--- config.mk ---
export PLATFORM = sky130hd
export DESIGN_NAME = enigma_rotor_cipher_core
export DESIGN_NICKNAME = d
export VERILOG_FILES = /design/src/design/ecr_pkg.sv /design/src/design/ecr_stepper.sv /design/src/design/ecr_forward.sv /design/src/design/ecr_reverse.sv /design/src/design/enigma_rotor_cipher_core.sv
export SDC_FILE = /design/constraint.sdc
export NUM_CORES = 1
export LEC_CHECK = 0
export BUFFER_PORTS_ARGS = -buffer_cell sky130_fd_sc_hd__buf_2
export CAP_MARGIN = 20
export CORE_ASPECT_RATIO = 0.6
export CORE_MARGIN = 1.5
export CORE_UTILIZATION = 55
export DETAILED_ROUTE_END_ITERATION = 8
export PLACE_DENSITY_LB_ADDON = 0.3
export SYNTH_ARGS = -nofsm -noshare
export SYNTH_HDL_FRONTEND = slang
export SYNTH_SLANG_ARGS = --single-unit
--- constraint.sdc ---
create_clock -name clk -period 13.7 [get_ports clk]
set_input_delay 2.74 -clock clk [delete_from_list [all_inputs] [get_ports clk]]
set_output_delay 2.74 -clock clk [all_outputs]
set_load 0.005 [all_outputs]
--- src/design/ecr_pkg.sv ---
`timescale 1ns / 1ps
`default_nettype none
package ecr_pkg;

  localparam int unsigned LETTERS = 26;
  localparam int unsigned LETTER_W = 5;

  typedef logic [LETTER_W-1:0] letter_t;

  typedef struct packed {
    letter_t left;
    letter_t middle;
    letter_t right;
  } rotor_pos_t;

  typedef enum logic [1:0] {
    REG_START_LEFT   = 2'd0,
    REG_START_MIDDLE = 2'd1,
    REG_START_RIGHT  = 2'd2
  } cfg_reg_t;

  localparam letter_t RESET_LEFT   = 5'd2;
  localparam letter_t RESET_MIDDLE = 5'd20;
  localparam letter_t RESET_RIGHT  = 5'd16;

  // rotor and reflector wirings, forward direction
  localparam letter_t WIRE_RIGHT [LETTERS] = '{
    5'd1, 5'd3, 5'd5, 5'd7, 5'd9, 5'd11, 5'd2, 5'd15, 5'd17, 5'd19, 5'd23, 5'd21, 5'd25,
    5'd13, 5'd24, 5'd4, 5'd8, 5'd22, 5'd6, 5'd0, 5'd10, 5'd12, 5'd20, 5'd18, 5'd16, 5'd14
  };
  localparam letter_t WIRE_MIDDLE [LETTERS] = '{
    5'd0, 5'd9, 5'd3, 5'd10, 5'd18, 5'd8, 5'd17, 5'd20, 5'd23, 5'd1, 5'd11, 5'd7, 5'd22,
    5'd19, 5'd12, 5'd2, 5'd16, 5'd6, 5'd25, 5'd13, 5'd15, 5'd24, 5'd5, 5'd21, 5'd14, 5'd4
  };
  localparam letter_t WIRE_LEFT [LETTERS] = '{
    5'd4, 5'd10, 5'd12, 5'd5, 5'd11, 5'd6, 5'd3, 5'd16, 5'd21, 5'd25, 5'd13, 5'd19, 5'd14,
    5'd22, 5'd24, 5'd7, 5'd23, 5'd20, 5'd18, 5'd15, 5'd0, 5'd8, 5'd1, 5'd17, 5'd2, 5'd9
  };
  localparam letter_t WIRE_REFL [LETTERS] = '{
    5'd24, 5'd17, 5'd20, 5'd7, 5'd16, 5'd18, 5'd11, 5'd3, 5'd15, 5'd23, 5'd13, 5'd6, 5'd14,
    5'd10, 5'd12, 5'd8, 5'd4, 5'd1, 5'd5, 5'd25, 5'd2, 5'd22, 5'd21, 5'd9, 5'd0, 5'd19
  };

  // inverse wirings, return direction
  localparam letter_t INV_RIGHT [LETTERS] = '{
    5'd19, 5'd0, 5'd6, 5'd1, 5'd15, 5'd2, 5'd18, 5'd3, 5'd16, 5'd4, 5'd20, 5'd5, 5'd21,
    5'd13, 5'd25, 5'd7, 5'd24, 5'd8, 5'd23, 5'd9, 5'd22, 5'd11, 5'd17, 5'd10, 5'd14, 5'd12
  };
  localparam letter_t INV_MIDDLE [LETTERS] = '{
    5'd0, 5'd9, 5'd15, 5'd2, 5'd25, 5'd22, 5'd17, 5'd11, 5'd5, 5'd1, 5'd3, 5'd10, 5'd14,
    5'd19, 5'd24, 5'd20, 5'd16, 5'd6, 5'd4, 5'd13, 5'd7, 5'd23, 5'd12, 5'd8, 5'd21, 5'd18
  };
  localparam letter_t INV_LEFT [LETTERS] = '{
    5'd20, 5'd22, 5'd24, 5'd6, 5'd0, 5'd3, 5'd5, 5'd15, 5'd21, 5'd25, 5'd1, 5'd4, 5'd2,
    5'd10, 5'd12, 5'd19, 5'd7, 5'd23, 5'd18, 5'd11, 5'd17, 5'd8, 5'd13, 5'd16, 5'd14, 5'd9
  };

  function automatic letter_t wrap26(input letter_t v);
    letter_t r;
    r = (v >= 5'(LETTERS)) ? 5'(v - 5'(LETTERS)) : v;
    return r;
  endfunction

  // both operands below 26
  function automatic letter_t add26(input letter_t a, input letter_t b);
    logic [LETTER_W:0] s;
    s = {1'b0, a} + {1'b0, b};
    return (s >= 6'(LETTERS)) ? 5'(s - 6'(LETTERS)) : s[LETTER_W-1:0];
  endfunction

  // both operands below 26
  function automatic letter_t sub26(input letter_t a, input letter_t b);
    logic [LETTER_W:0] t;
    t = {1'b0, a} + 6'(LETTERS) - {1'b0, b};
    return (a >= b) ? 5'(a - b) : t[LETTER_W-1:0];
  endfunction

endpackage
`default_nettype wire

--- src/design/ecr_stepper.sv ---
`timescale 1ns / 1ps
`default_nettype none
module ecr_stepper (
  input  wire logic               clk,
  input  wire logic               rst,
  input  wire logic               advance,
  input  wire logic               reload,
  input  wire ecr_pkg::rotor_pos_t start,
  output ecr_pkg::rotor_pos_t     stepped
);
  import ecr_pkg::*;

  rotor_pos_t position;
  rotor_pos_t base;
  rotor_pos_t start_w;

  always_comb begin
    start_w.left   = wrap26(start.left);
    start_w.middle = wrap26(start.middle);
    start_w.right  = wrap26(start.right);
    base = reload ? start_w : position;

    stepped.right  = add26(base.right, 5'd1);
    stepped.middle = base.middle;
    stepped.left   = base.left;
    if (stepped.right == start_w.right) begin
      stepped.middle = add26(base.middle, 5'd1);
      if (stepped.middle == start_w.middle) begin
        stepped.left = add26(base.left, 5'd1);
      end
    end
  end

  always_ff @(posedge clk) begin
    if (rst) begin
      position.left   <= RESET_LEFT;
      position.middle <= RESET_MIDDLE;
      position.right  <= RESET_RIGHT;
    end else if (advance) begin
      position <= stepped;
    end
  end

endmodule
`default_nettype wire

--- src/design/ecr_forward.sv ---
`timescale 1ns / 1ps
`default_nettype none
module ecr_forward (
  input  wire ecr_pkg::letter_t    letter,
  input  wire ecr_pkg::rotor_pos_t pos,
  output ecr_pkg::letter_t         reflected
);
  import ecr_pkg::*;

  letter_t a;
  letter_t b;
  letter_t c;

  always_comb begin
    a = WIRE_RIGHT[add26(pos.right, wrap26(letter))];
    b = WIRE_MIDDLE[sub26(add26(pos.middle, a), pos.right)];
    c = WIRE_LEFT[sub26(add26(pos.left, b), pos.middle)];
    reflected = WIRE_REFL[sub26(c, pos.left)];
  end

endmodule
`default_nettype wire

--- src/design/ecr_reverse.sv ---
`timescale 1ns / 1ps
`default_nettype none
module ecr_reverse (
  input  wire ecr_pkg::letter_t    reflected,
  input  wire ecr_pkg::rotor_pos_t pos,
  output ecr_pkg::letter_t         letter
);
  import ecr_pkg::*;

  letter_t d;
  letter_t e;

  always_comb begin
    d = sub26(INV_LEFT[add26(reflected, pos.left)], pos.left);
    e = sub26(INV_MIDDLE[add26(d, pos.middle)], pos.middle);
    letter = sub26(INV_RIGHT[add26(e, pos.right)], pos.right);
  end

endmodule
`default_nettype wire

--- src/design/enigma_rotor_cipher_core.sv ---
// channel   dir  signals                            payload
// s_axis    in   tvalid tready tdata[7:0] tuser     letter_in, message_start
// m_axis    out  tvalid tready tdata[7:0]           letter_out
// cfg       in   cfg_we cfg_index[1:0] cfg_data[4:0] start_left/middle/right
//
// One letter per cycle while the output is not stalled; after its transfer a
// letter passes rotor step into stage 1, forward path into stage 2, return
// path into the output register. Rotor positions step at the input transfer.
// Reset restores start registers and rotor positions to 2, 20, 16.
// A stalled output holds each stage that is full; empty stages keep filling.
`timescale 1ns / 1ps
`default_nettype none
module enigma_rotor_cipher_core (
  input  wire logic       clk,
  input  wire logic       rst,
  input  wire logic       s_axis_tvalid,
  output logic            s_axis_tready,
  input  wire logic [7:0] s_axis_tdata,   // [4:0] letter_in, [7:5] zero
  input  wire logic       s_axis_tuser,   // [0] message_start
  output logic            m_axis_tvalid,
  input  wire logic       m_axis_tready,
  output logic [7:0]      m_axis_tdata,   // [4:0] letter_out, [7:5] zero
  input  wire logic       cfg_we,
  input  wire logic [1:0] cfg_index,
  input  wire logic [4:0] cfg_data
);
  import ecr_pkg::*;

  rotor_pos_t start;
  rotor_pos_t stepped;

  logic       s1_valid;
  letter_t    s1_letter;
  rotor_pos_t s1_pos;

  logic       s2_valid;
  letter_t    s2_reflected;
  rotor_pos_t s2_pos;

  letter_t    fwd_reflected;
  letter_t    rev_letter;
  letter_t    out_letter;

  logic out_ready;
  logic s2_ready;
  logic in_xfer;

  assign out_ready     = !m_axis_tvalid || m_axis_tready;
  assign s2_ready      = !s2_valid || out_ready;
  assign s_axis_tready = !s1_valid || s2_ready;
  assign in_xfer       = s_axis_tvalid && s_axis_tready;
  assign m_axis_tdata  = {3'b000, out_letter};

  always_ff @(posedge clk) begin
    if (rst) begin
      start.left   <= RESET_LEFT;
      start.middle <= RESET_MIDDLE;
      start.right  <= RESET_RIGHT;
    end else if (cfg_we) begin
      case (cfg_index)
        REG_START_LEFT:   start.left   <= cfg_data;
        REG_START_MIDDLE: start.middle <= cfg_data;
        REG_START_RIGHT:  start.right  <= cfg_data;
        default:          ;
      endcase
    end
  end

  ecr_stepper u_stepper (
    .clk     (clk),
    .rst     (rst),
    .advance (in_xfer),
    .reload  (s_axis_tuser),
    .start   (start),
    .stepped (stepped)
  );

  ecr_forward u_forward (
    .letter    (s1_letter),
    .pos       (s1_pos),
    .reflected (fwd_reflected)
  );

  ecr_reverse u_reverse (
    .reflected (s2_reflected),
    .pos       (s2_pos),
    .letter    (rev_letter)
  );

  always_ff @(posedge clk) begin
    if (rst) begin
      s1_valid      <= 1'b0;
      s2_valid      <= 1'b0;
      m_axis_tvalid <= 1'b0;
    end else begin
      if (s_axis_tready) begin
        s1_valid <= s_axis_tvalid;
      end
      if (s2_ready) begin
        s2_valid <= s1_valid;
      end
      if (out_ready) begin
        m_axis_tvalid <= s2_valid;
      end
    end
  end

  always_ff @(posedge clk) begin
    if (in_xfer) begin
      s1_letter <= s_axis_tdata[4:0];
      s1_pos    <= stepped;
    end
    if (s2_ready && s1_valid) begin
      s2_reflected <= fwd_reflected;
      s2_pos       <= s1_pos;
    end
    if (out_ready && s2_valid) begin
      out_letter <= rev_letter;
    end
  end

`ifndef SYNTHESIS
  a_out_in_range: assert property (@(posedge clk) disable iff (rst)
    m_axis_tvalid |-> (out_letter < 5'd26))
    else $error("letter_out out of range");

  a_empty_out_accepts: assert property (@(posedge clk) disable iff (rst)
    !m_axis_tvalid |-> s_axis_tready)
    else $error("input stalled with empty output");

  a_s1_hold: assert property (@(posedge clk) disable iff (rst)
    (s1_valid && !s2_ready) |=> (s1_valid && $stable(s1_pos) && $stable(s1_letter)))
    else $error("stage 1 lost while stalled");

  a_s1_pos_range: assert property (@(posedge clk) disable iff (rst)
    s1_valid |-> (s1_pos.left < 5'd26 && s1_pos.middle < 5'd26 && s1_pos.right < 5'd26))
    else $error("rotor position out of range");
`endif

endmodule
`default_nettype wire
# Yosys cells after proc, flatten, opt, wreduce, memory -nomap -nowiden
# Memories as Yosys holds them, arrays and structs flattened. A register that Yosys moved wholly into a read port is not among the register bits.
# Cells that the tools add are included.
totals:
  romBits: 1120
  in_bits: 21
  word_cells: 147
  reg_bits: 73
  n_memories: 7
mem_list:
  columns: ["name", "words", "width", "read_ports", "rd_ports_with_merged_regs", "write_ports", "line", "rtl"]
  rows:
  - ["(no name shown)", 32, 5, 1, 0, 0, "ecr_forward.sv:15", "a = WIRE_RIGHT[add26(pos.right, wrap26(letter))];"]
  - ["(no name shown)", 32, 5, 1, 0, 0, "ecr_forward.sv:16", "b = WIRE_MIDDLE[sub26(add26(pos.middle, a), pos.right)];"]
  - ["(no name shown)", 32, 5, 1, 0, 0, "ecr_forward.sv:17", "c = WIRE_LEFT[sub26(add26(pos.left, b), pos.middle)];"]
  - ["(no name shown)", 32, 5, 1, 1, 0, "ecr_forward.sv:18", "reflected = WIRE_REFL[sub26(c, pos.left)];"]
  - ["(no name shown)", 32, 5, 1, 0, 0, "ecr_reverse.sv:14", "d = sub26(INV_LEFT[add26(reflected, pos.left)], pos.left);"]
  - ["(no name shown)", 32, 5, 1, 0, 0, "ecr_reverse.sv:16", "letter = sub26(INV_RIGHT[add26(e, pos.right)], pos.right);"]
  - ["1 more memories", null, null, null, null, null, null, null]
op_classes:
  bitwise: 7
  eq_ne: 4
  n_reduce_logical: 13
  mux: 34
  order_cmp: 25
  n_addsub: 40
ops:
  columns: ["cell", "n"]
  rows:
  - ["two-way mux 5 bit", 32]
  - ["subtractor 5 bit, second input constant", 13]
  - ["subtractor 5 bit", 12]
  - ["greater-or-equal comparator 6 x 5 -> 1 bit, second input constant", 9]
  - ["inverter 5 -> 6 bit", 7]
  - ["adder 5 x 5 -> 6 bit", 6]
  - ["greater-or-equal comparator 6 bit, second input constant", 6]
  - ["adder 5 bit, second input constant", 6]
  - ["greater-or-equal comparator 5 bit", 6]
  - ["greater-or-equal comparator 5 bit, second input constant", 4]
  - ["adder 5 x 1 -> 6 bit, second input constant", 3]
  - ["two-way mux 15 bit", 1]
  - ["equality test 5 bit", 2]
  - ["two-way mux 10 bit", 1]
  - ["AND reduction 2 bit", 3]
  - ["logical AND 1 bit", 3]
  - ["logical NOT 1 bit", 3]
  - ["logical OR 1 bit", 3]
  - ["equality test 2 x 1 -> 1 bit, second input constant", 1]
  - ["equality test 2 bit, second input constant", 1]
  - ["logical NOT 2 bit", 1]

# Longest topological paths before layout
# Gate-level depths: netlist of the first run.
depth:
  depth_word: 33
  depth_mapped: 80
  mapped_depth_nobuf: 77

# Cells and area by module
# From an unflattened synthesis of the first run, not the netlist that was laid out.
hier_totals:
  cells_unflattened: 1315
  hier_area_um2: 11154.4
modules_own_cells:
  columns: ["module", "cells_per_inst", "area_each_um2", "instances", "seq_area_each_um2"]
  rows:
  - ["ecr_forward", 469, 3611.0, 1, 0.0]
  - ["ecr_reverse", 397, 3022.9, 1, 0.0]
  - ["ecr_stepper", 326, 2372.3, 1, 300.3]
  - ["enigma_rotor_cipher_core", 123, 2148.3, 1, 1711.6]

# Worst setup path after synthesis of the first run
# No wires, ideal clock.
synth_path:
  path_type: "reg-to-reg"
  start: "register s1_letter[1]"
  end: "register s2_reflected[3], data pin"
  setup_ps: 260
  setup_slack_ps: -142
  n_path_buf: 4
  path_stages_with_launch: 78
  arrival_ps: 13582
  required_time_ps: 13440
  synth_period_minus_slack_ps: 13842
  cell_sequence: "edfxtp_1 -> inv_1 -> ha_1 -> inv_1 -> a21oi_1 -> o21ai_0 -> o31ai_1 -> ha_1 -> a21o_1 -> a21oi_1 -> xnor2_1 -> nand4_1 -> a21oi_1 -> xnor2_1 -> clkbuf_1 -> o21ai_0 -> a21oi_1 -> ha_1 -> [42 not listed] -> ha_1 -> nor3_1 -> a21oi_1 -> mux2i_1 -> a21oi_1 -> ha_1 -> nor2b_1 -> o21ai_0 -> a31oi_1 -> o21a_1 -> or2_2 -> clkbuf_1 -> xor2_1 -> inv_1 -> ha_1 -> mux2_2 -> mux2i_1 -> o22ai_1"
synth_via:
  elab_chain_cells: 33
  elab_cells_between_ends: 43
  classes_between: "16 x add/sub; 7 x order compare; 13 x mux; 4 x bitwise; 3 x memory"
synth_lines:
  columns: ["element", "line", "rtl"]
  rows:
  - ["start: declaration", "enigma_rotor_cipher_core.sv:33", "letter_t s1_letter;"]
  - ["start signal: assignment", "enigma_rotor_cipher_core.sv:110", "s1_letter <= s_axis_tdata[4:0];"]
  - ["subtractor 5 bit or greater-or-equal comparator 5 bit (tied branches)", "ecr_pkg.sv:60", "r = (v >= 5'(LETTERS)) ? 5'(v - 5'(LETTERS)) : v;"]
  - ["two-way mux 5 bit (*)", "ecr_pkg.sv:60", null]
  - ["adder 5 x 5 -> 6 bit (*)", "ecr_pkg.sv:67", "s = {1'b0, a} + {1'b0, b};"]
  - ["subtractor 5 bit or greater-or-equal comparator 6 x 5 -> 1 bit (tied branches)", "ecr_pkg.sv:68", "return (s >= 6'(LETTERS)) ? 5'(s - 6'(LETTERS)) : s[LETTER_W-1:0];"]
  - ["two-way mux 5 bit (*)", "ecr_pkg.sv:68", null]
  - ["inverter 5 -> 6 bit (implied by the code) (*)", "ecr_forward.sv:15", null]
  - ["memory read (32 x 5 bit) (*)", null, null]
  - ["two-way mux 5 bit (implied by the code) (*) (2 in series)", "ecr_forward.sv:15", null]
  - ["[15 not listed]", null, null]
  - ["two-way mux 5 bit (*)", "ecr_pkg.sv:75", "return (a >= b) ? 5'(a - b) : t[LETTER_W-1:0];"]
  - ["inverter 5 -> 6 bit (implied by the code) (*)", "ecr_forward.sv:17", null]
  - ["memory read (32 x 5 bit) (*)", null, null]
  - ["two-way mux 5 bit (implied by the code) (*) (2 in series)", "ecr_forward.sv:17", null]
  - ["adder 5 bit", "ecr_pkg.sv:74", "t = {1'b0, a} + 6'(LETTERS) - {1'b0, b};"]
  - ["subtractor 5 bit", "ecr_pkg.sv:74", null]
  - ["two-way mux 5 bit (*)", "ecr_pkg.sv:75", null]
  - ["inverter 5 -> 6 bit (implied by the code) (*)", "ecr_forward.sv:18", null]
  - ["end: declaration", "enigma_rotor_cipher_core.sv:37", "letter_t s2_reflected;"]
# Every way passes the cells marked *; elsewhere a longest branch is shown, timed or not. The select of a mux whose other input is x is not followed.
# A chain may end at the register's enable or synchronous reset.

# Worst setup path after layout of the first run
layout_path:
  start: "register s1_letter[2]"
  end: "register s2_reflected[4], data pin"
# The elaborated chain is that of the path after synthesis.

==> results of run 1 <==
synthesized netlist by cell type (6+ instances only):
cell type / count
nand3b_1: 8
nor2b_1: 15
mux2_2: 18
a21o_1: 26
o21bai_1: 8
o22ai_1: 12
a21oi_1: 73
a211oi_1: 15
nand2_1: 89
dfxtp_1: 33
nor3_1: 26
fa_1: 24
o21a_1: 16
nand2b_1: 12
o221ai_1: 6
inv_1: 147
o31ai_1: 8
mux2i_1: 47
nand3_1: 15
clkbuf_1: 32
a31oi_1: 16
nand4_1: 9
xor2_1: 27
nor2_1: 76
a211o_1: 6
or2_2: 9
o211ai_1: 15
ha_1: 146
edfxtp_1: 45
or3_1: 9
and3_1: 10
o21ai_0: 63
and2_1: 11
a31o_2: 9
xnor2_1: 62
cell families (layout without fill, tap and decap cells):
family                     count (synthesis)  count (layout)
AOI/OAI and AO/OA                        337             337
and+or+nand+nor                          312             312
buffers and inverters                    191             244
adders and majority gates                170             170
xor gates and xnor gates                  90              90
DFF                                       78              78
muxes                                     68              68
other                                      1               3
metrics by stage:
| stage | setup WS [ns] | hold WS [ns] | instances | instance area, um^2 | setup TNS (ns) |
|---|---|---|---|---|---|
| after floorplan | 0.0262 | 0.437 | 1249 | 10500 | 0 |
| after global placement | 0.0547 | 0.450 | 1509 | 11000 | 0 |
| after detailed placement | -0.242 | 0.461 | 1509 | 11000 | -0.782 |
| after CTS | 0.0237 | 0.480 | 1526 | 11400 | 0 |
| after global routing | -0.264 | 0.507 | 1542 | 11800 | -1.04 |
| final | 0.294 | 0.477 | 1542 | 11800 | 0 |
metal layers:
layer / global-route usage (%) / vias to the layer above
met3: 3.84 / 21
met1: 36.8 / 4410
met5: 0 / -
met4: 4.70 / 0
li1: - / 4549
met2: 37.9 / 258
layout make-up:
| type | count | area [um^2] | share of cell area, % |
|---|---|---|---|
| well taps | 240 | 300 | 2.55 |
| multi-input cells | 980 | 8060 | 68.4 |
| inverters | 147 | 552 | 4.68 |
| flip-flops and latches | 78 | 2010 | 17.1 |
| repair buffers | 81 | 563 | 4.78 |
| clock buffers | 12 | 268 | 2.27 |
| clock inverters | 4 | 26.3 | 0.223 |
worst reg2reg max path: cells and delay by family (launching register included):
family | cells | cell delay [ns]
AOI/OAI and AO/OA | 26 | 4.19
xor gates and xnor gates | 8 | 1.48
adders and majority gates | 11 | 3.03
buffers and inverters | 16 | 1.64
DFF | 1 | 0.42
muxes | 2 | 0.76
and+or+nand+nor | 9 | 1.78
worst max path at each step:
| stage | from | to | cells past startpoint |
|---|---|---|---|
| floorplan | s1_letter[1] | s2_reflected[3] | 77 |
| global placement | s1_letter[2] | s2_reflected[3] | 74 |
| detailed placement | s1_letter[2] | s2_reflected[3] | 73 |
| CTS | s1_letter[2] | s2_reflected[4] | 70 |
| global route | s1_letter[2] | s2_reflected[4] | 74 |
| finish | s1_letter[2] | s2_reflected[4] | 72 |
flip-flops by register name (all words and copies together) (netlist names):
name                count
m_axis_tvalid           1
out_letter              5
s1_letter               5
s1_pos                 15
s1_valid                1
s2_pos                 15
s2_reflected            5
s2_valid                1
start                  15
u_stepper.position     15
what timing repair did:
item                                    4_1_cts  5_1_grt
setup buffers                                 1       14
gates resized for setup                      11       72
endpoints found under the setup margin        5        9
pin swaps                                     1       21
hold buffers                                  0        0
==> reports/results.ini, run 1 <==
[critical_path]
worstSetupStartpointType=register
crit_path_max_fanout=7
required_ns=13.93
crit_path_top_delay_cell=mux4_2
cp.arrival_ns=13.63
slowest_delay_ns=0.43
crit_family=compound AO/OA/AOI/OAI gates
ff2ff_path_depth=72
critPathKind=register to register
worstReg2RegStart=s1_letter[2]
path_buf_inv=16
r2r_slack_ns=0.29
end_kind=register
timing.rr.end=s2_reflected[4]

[outcome]
status=complete, no violations

[min_path]
min_from=u_stepper.position[4]
hold_class=register to register
hold_end=u_stepper.position[4]
holdPathStages=2

[clocking]
cts_sinks=78
path_clk_slew_ns=0.07
cts_inserted_buffers=9
clk_latency_ns=0.35
cts_tree=yes
htreeDepth=3
root_buffer=clkbuf_16
clockBufferDepth=2

[grt]
antenna_found_initial=0
grt_max_degree=37
grt_overflow=0
grt_use_total_pct=24.7
grt_pass1_vias=8439
grt_pass1_wl_um=40500

[detailed_routing]
postRouteAntennaNets=0
first_pass_iters=5
drtIter0Drc=651
drt-met1-wl_um=12600
vias_per_cell=5.99
route.top_layer_used=met4
vias=9238
met3_length_um=1400
dr_wl_met2_um=10400
wl_per_cell_um=16.0
wl_um=24600
drc_errors=0

[layout]
final_util_pct=64.2
final_common_cell=inv_1
final_layout_size_suffix_gt1_share_pct=16.2
final_cell_mix=143 x inv_1, 141 x ha_1, 86 x nand2_1, 76 x nor2_1, 62 x a21oi_1
syn2layout_area_growth_pct=12.7
nets=1488
fillCellCount=1533
num_antenna_cells=0

[placed_design]
port_buffers=24
dpl.hpwl_um=18800
gp_congestion=0.909

[flow_run]
max_cap_violations=0

[sta]
max_freq_mhz=74.6
period_needed_ns=13.41
hold_viol=0
slew_headroom_pct=34.0
rsz0062_at_grt=yes
maxSlewViolCount=0
worst_pin_slew_ns=0.988
fin_skew_ns=0.0110
fin_crit_sh_pct=97.9
setup_viol=0

[logic_synthesis]
synth_top_area_share_pct=17.5
synth_fa_ha_area_share_pct=22.1
synth_area_leaders=ha_1 17%, edfxtp_1 13%, dfxtp_1 6.3%
syn_avg_cell_area_um2=8.39
synth-seq-cells=78
syn_area_um2=10500
ys_seq_area_share_pct=19.2
synth_simple_gate_area_share_pct=14.8
yosys_most_used_dff=edfxtp_1
synth.largest_area_cell=ha_1
synth_cell_types=88
synth_top_family_by_area=adder cells
synth_compound_area_share_pct=21.9
ys_warn_count=0
synthMuxAreaShare_pct=7.08
synth_edf_count=45
synthCells=1247
synthXorXnorAreaFrac_pct=7.67
async_flop_share_pct=0

[die]
io_pins=31
die_w_um=181
rows=38
start_util_pct=57.0
dieArea_um2=19900
core_area_um2=18400
die_h_um=110

Power of run 1 is not shown: default switching activity piles up to over one toggle a cycle in this logic, so the estimate is an artifact.
==> run 2: changes to the inputs <==
Settings changed: ABC_AREA set to 1.
==> run 2 against run 1 <==
Effect of this change: setup slack improved by 0.078 ns; routed wire length down 3.0%; utilization increased by 1.7 points; worst hold slack hardly changed; via count is 1.3% higher; die area fell by 4.6%; sequential share of layout area up 0.47 points; non-clock buffer count up 8; global-route usage grew 0.36 points; design area decreased by 2.7%; clock skew rose by 0.0027 ns; critical path type unchanged; critical endpoint unchanged; largest cell class unchanged.
==> reports/results.ini, run 2 <==
[sta]
fin_skew_ns=0.0137
worst_pin_slew_ns=0.879
setup_viol=0
period_needed_ns=13.33
slew_headroom_pct=41.3
maxSlewViolCount=0
hold_viol=0
max_freq_mhz=75.0
fin_crit_sh_pct=97.3

[layout]
final_layout_size_suffix_gt1_share_pct=16.0
syn2layout_area_growth_pct=15.1
nets=1682
final_common_cell=inv_1
regArea_um2=2010
final_cells=1730
multi_input_area_um2=7150
fillCellCount=1475
num_antenna_cells=0
final_cell_mix=277 x inv_1, 239 x nand2_1, 138 x ha_1, 99 x nor2_1, 83 x o21ai_0

[min_path]
hold_class=register to register

[grt]
grt_pass1_vias=8439
grt_pass1_wl_um=39100
grt_overflow=0
grt_max_degree=39
antenna_found_initial=0
grt_use_total_pct=25.1

[clocking]
clockBufferDepth=2
holdBufCountCts=0
cts_sinks=78
clk_latency_ns=0.35
cts_tree=yes
cts_inserted_buffers=9
path_clk_slew_ns=0.07
htreeDepth=3
root_buffer=clkbuf_16

[logic_synthesis]
synth_area_leaders=ha_1 18%, edfxtp_1 14%, inv_1 11%
synthCells=1400
syn_avg_cell_area_um2=7.12
syn_area_um2=9960
ys_seq_area_share_pct=20.2
synth-seq-cells=78
synth_edf_count=45
yosys-top-cells-count=281 x inv_1, 245 x nand2_1, 146 x ha_1, 108 x nor2_1, 95 x o21ai_0
async_flop_share_pct=0
synth.largest_area_cell=ha_1
synth_cell_types=56
yosysMostFrequentCell=inv_1
yosys_most_used_dff=edfxtp_1
synth_top_area_share_pct=18.3
ys_warn_count=0

[critical_path]
path_buf_inv=14
slowest_delay_ns=0.38
r2r_slack_ns=0.37
crit_path_max_fanout=7
worstSetupStartpointType=register
required_ns=13.77
crit_family=compound AO/OA/AOI/OAI gates
cp.arrival_ns=13.40
crit_path_top_delay_cell=edfxtp_1
critPathKind=register to register
end_kind=register
crit_top_cell=inv_1

[detailed_routing]
vias_per_cell=5.41
first_pass_iters=6
vias=9360
drtIter0Drc=721
wl_per_cell_um=13.8
postRouteAntennaNets=0
wl_um=23900
drc_errors=0

[die]
rows=37
core_area_um2=17400
die_h_um=107
die_w_um=177
dieArea_um2=19000
io_pins=31
start_util_pct=57.2

[placed_design]
dpl.hpwl_um=18300
port_buffers=24
placed_cells=1698
gp_congestion=0.946

[outcome]
status=complete, no violations

[flow_run]
max_cap_violations=0

run 2: changes by cell type after synthesis, moves of 28 or more:
cell / change
o21ai_0: +32
nand2_1: +156
xnor2_1: -31
nor2_1: +32
mux2i_1: -45
nand3_1: +65
clkbuf_1: -28
inv_1: +134
run 2: layout make-up:
class	count	share of cell area, %
sequential	78	17.5
clock inverter	7	0.469
inverter	295	9.71
timing repair inverter	1	0.0655
clock buffer	9	1.96
tap	234	2.55
multi-input combinational	1017	62.4
timing repair buffer	89	5.34
run 2: cell families after synthesis:
kind of cell	Yosys count	share of synthesized area [%]
AND/OR/NAND/NOR	500	22.4
XOR/XNOR	75	6.67
multiplexers	2	0.201
adder cells (fa/ha/maj)	170	23.2
other	1	0.0376
flip-flops	78	20.2
buffers and inverters	307	11.9
AO/OA/AOI/OAI	267	15.5
run 2: path summary, 6_finish.rpt:
kind | cells after the start | from | endpoint
max | 78 | s1_letter[1] | s2_reflected[4]
min | 2 | u_stepper.position[7] | u_stepper.position[7]
max reg2reg | 78 | s1_letter[1] | s2_reflected[4]
min reg2reg | 2 | u_stepper.position[7] | u_stepper.position[7]
run 2: per-stage QoR:
step                setup TNS (ns)  hold WS, ns  instance area (um^2)  worst slack (ns)  utilization, %
floorplan                        0        0.441                  9970             0.935               -
global placement                 0        0.459                 10700             0.210            61.4
detailed placement          -0.634        0.467                 10700            -0.221            61.4
CTS                              0        0.482                 11000            0.0297            63.3
global route                 -1.87        0.510                 11500            -0.432            65.9
finish                           0        0.477                 11500             0.372            65.9
run 2: routing by layer:
layer	vias up	share of wire, %	GRT usage, %
met5	-	0	0
met4	0	1.8	5.99
met3	38	5.9	3.71
met2	290	43	38.2
met1	4309	49	37.1
li1	4723	-	-
run 2: worst reg2reg max path: cells and delay by family (launching register included):
kind	cells	cell delay [ns]
fa+ha+maj	10	3.13
simple gates	25	3.16
flops	1	0.38
buf+inv	14	1.31
compound gates	21	3.49
xor+xnor	8	1.58
run 2: repair_timing:
item,CTS,global route
buffers inserted,2,13
setup endpoints to repair,5,9
resized for setup,8,85
pin swaps,3,27
cloned,0,1
Power of run 2 is left out for the same reason.
==> run 3: changes to the inputs <==
Settings changed: BUFFER_PORTS_ARGS -buffer_cell sky130_fd_sc_hd__buf_2 to not set, CORE_UTILIZATION 55 to 60, DONT_BUFFER_PORTS set to 1.
==> run 3 against run 2 <==
Effect of this change: routed wire length hardly changed; sequential share of layout area up 0.43 points; sequential cell count stayed put; design area down 2.4%; final cell count is 3.9% lower.
==> reports/results.ini, run 3 (synthesis results as in run 2) <==
[layout]
final_cell_mix=272 x inv_1, 237 x nand2_1, 141 x ha_1, 101 x nor2_1, 87 x o21ai_0
final_layout_size_suffix_gt1_share_pct=13.4
syn2layout_area_growth_pct=12.4
nets=1639
num_antenna_cells=0
fillCellCount=1277
final_common_cell=inv_1

[critical_path]
cp.arrival_ns=13.16
timing.rr.end=s2_reflected[1]
crit_family=compound AO/OA/AOI/OAI gates
worstReg2RegStart=s1_letter[2]
critPathKind=register to register
end_kind=register
path_buf_inv=19
ff2ff_path_depth=84
required_ns=13.79
slowest_delay_ns=0.43
worstSetupStartpointType=register
crit_path_end=s2_reflected[1]
cp-startpoint=s1_letter[2]
cp_num_cells=84
crit_path_max_fanout=9
r2r_slack_ns=0.63
crit_top_cell=inv_1
crit_path_top_delay_cell=fa_2

[sta]
period_needed_ns=13.07
fin_crit_sh_pct=95.4
hold_viol=0
maxSlewViolCount=0
slew_headroom_pct=48.0
setup_slack_ns=0.632
setup_viol=0
worst_pin_slew_ns=0.779
max_freq_mhz=76.5
fin_skew_ns=0.0143
holdWs_ns=0.480

[detailed_routing]
vias=9297
wl_per_cell_um=14.4
drtIter0Drc=866
wl_um=23900
postRouteAntennaNets=0
first_pass_iters=6
drc_errors=0
vias_per_cell=5.59

[min_path]
hold_class=register to register
min_from=s1_valid
holdPathStages=2

[clocking]
holdBufCountCts=0
htreeDepth=3
path_clk_slew_ns=0.07
cts_inserted_buffers=9
cts_sinks=78
clockBufferDepth=2
clk_latency_ns=0.36
root_buffer=clkbuf_16
cts_tree=yes

[die]
dieArea_um2=17400
die_h_um=103
core_area_um2=16200
die_w_um=169
io_pins=31
rows=36
start_util_pct=61.4

[placed_design]
dpl.hpwl_um=18000
dp_slack_ns=-0.256
port_buffers=0
gp_congestion=0.935

[grt]
grt_overflow=0
grt_use_total_pct=27.6
antenna_found_initial=0
grt_pass1_vias=8352
grt_pass1_wl_um=39000
grt_max_degree=38

[flow_run]
max_cap_violations=0

[outcome]
status=complete, no violations

-- run 3: cell count changes in the layout (fill, tap and decap cells not counted), moves of 3 or more --
cell,previous run,this run
o21ai_0,83,87
o21ai_1,21,16
inv_1,277,272
inv_2,15,20
ha_1,138,141
buf_2,24,0
ha_2,6,2
buf_4,64,46
-- run 3: routing by layer --
metal	part of all wire (%)	vias to the layer above	global-route usage [%]
li1	-	4630	-
met1	49	4259	39.8
met2	43	355	44.9
met3	6.8	53	3.65
met4	1.7	0	5.11
met5	0	-	0
-- run 3: timing repair --
item                                   4_1_cts  5_1_grt
gates cloned                                 0        1
pin swaps                                    5       21
setup buffers                                3        6
endpoints found under the hold margin        0        0
resized for setup                           12       79
setup endpoints to repair                    5        9
-- run 3: area by class of cell --
cell class,instances,area [um^2],area share (%)
Clock inverter,7,73.8,0.659
Timing Repair Buffer,46,345,3.08
Sequential cell,78,2010,18.0
Tap cell,209,262,2.34
Timing Repair inverter,1,7.51,0.0671
Clock buffer,9,225,2.01
Multi-Input combinational cell,1017,7160,63.9
Inverter,295,1110,9.95
-- run 3: worst reg2reg max path, delay by kind of cell (launching register included) --
family	cells	cell delay, ns
AO/OA/AOI/OAI	23	3.73
XOR/XNOR	5	0.97
adder cells (fa/ha/maj)	9	2.60
buffers and inverters	19	1.79
flip-flops	1	0.41
AND/OR/NAND/NOR	28	3.32
-- run 3: stage by stage --
stage	setup TNS (ns)	utilization [%]	instances	instance area [um^2]
CTS	0	66.7	1655	10800
detailed placement	-0.759	64.4	1636	10400
floorplan	0	-	1402	9970
finish	0	69.0	1662	11200
global route	-1.26	69.0	1662	11200
global placement	0	64.4	1636	10400
-- run 3: worst min path at each step --
stage,slack (ns),end
global placement,0.45,u_stepper.position[4]
CTS,0.48,u_stepper.position[7]
detailed placement,0.46,u_stepper.position[7]
finish,0.48,s2_valid
global route,0.49,u_stepper.position[7]
floorplan,0.44,u_stepper.position[7]
Power of run 3 is left out for the same reason.
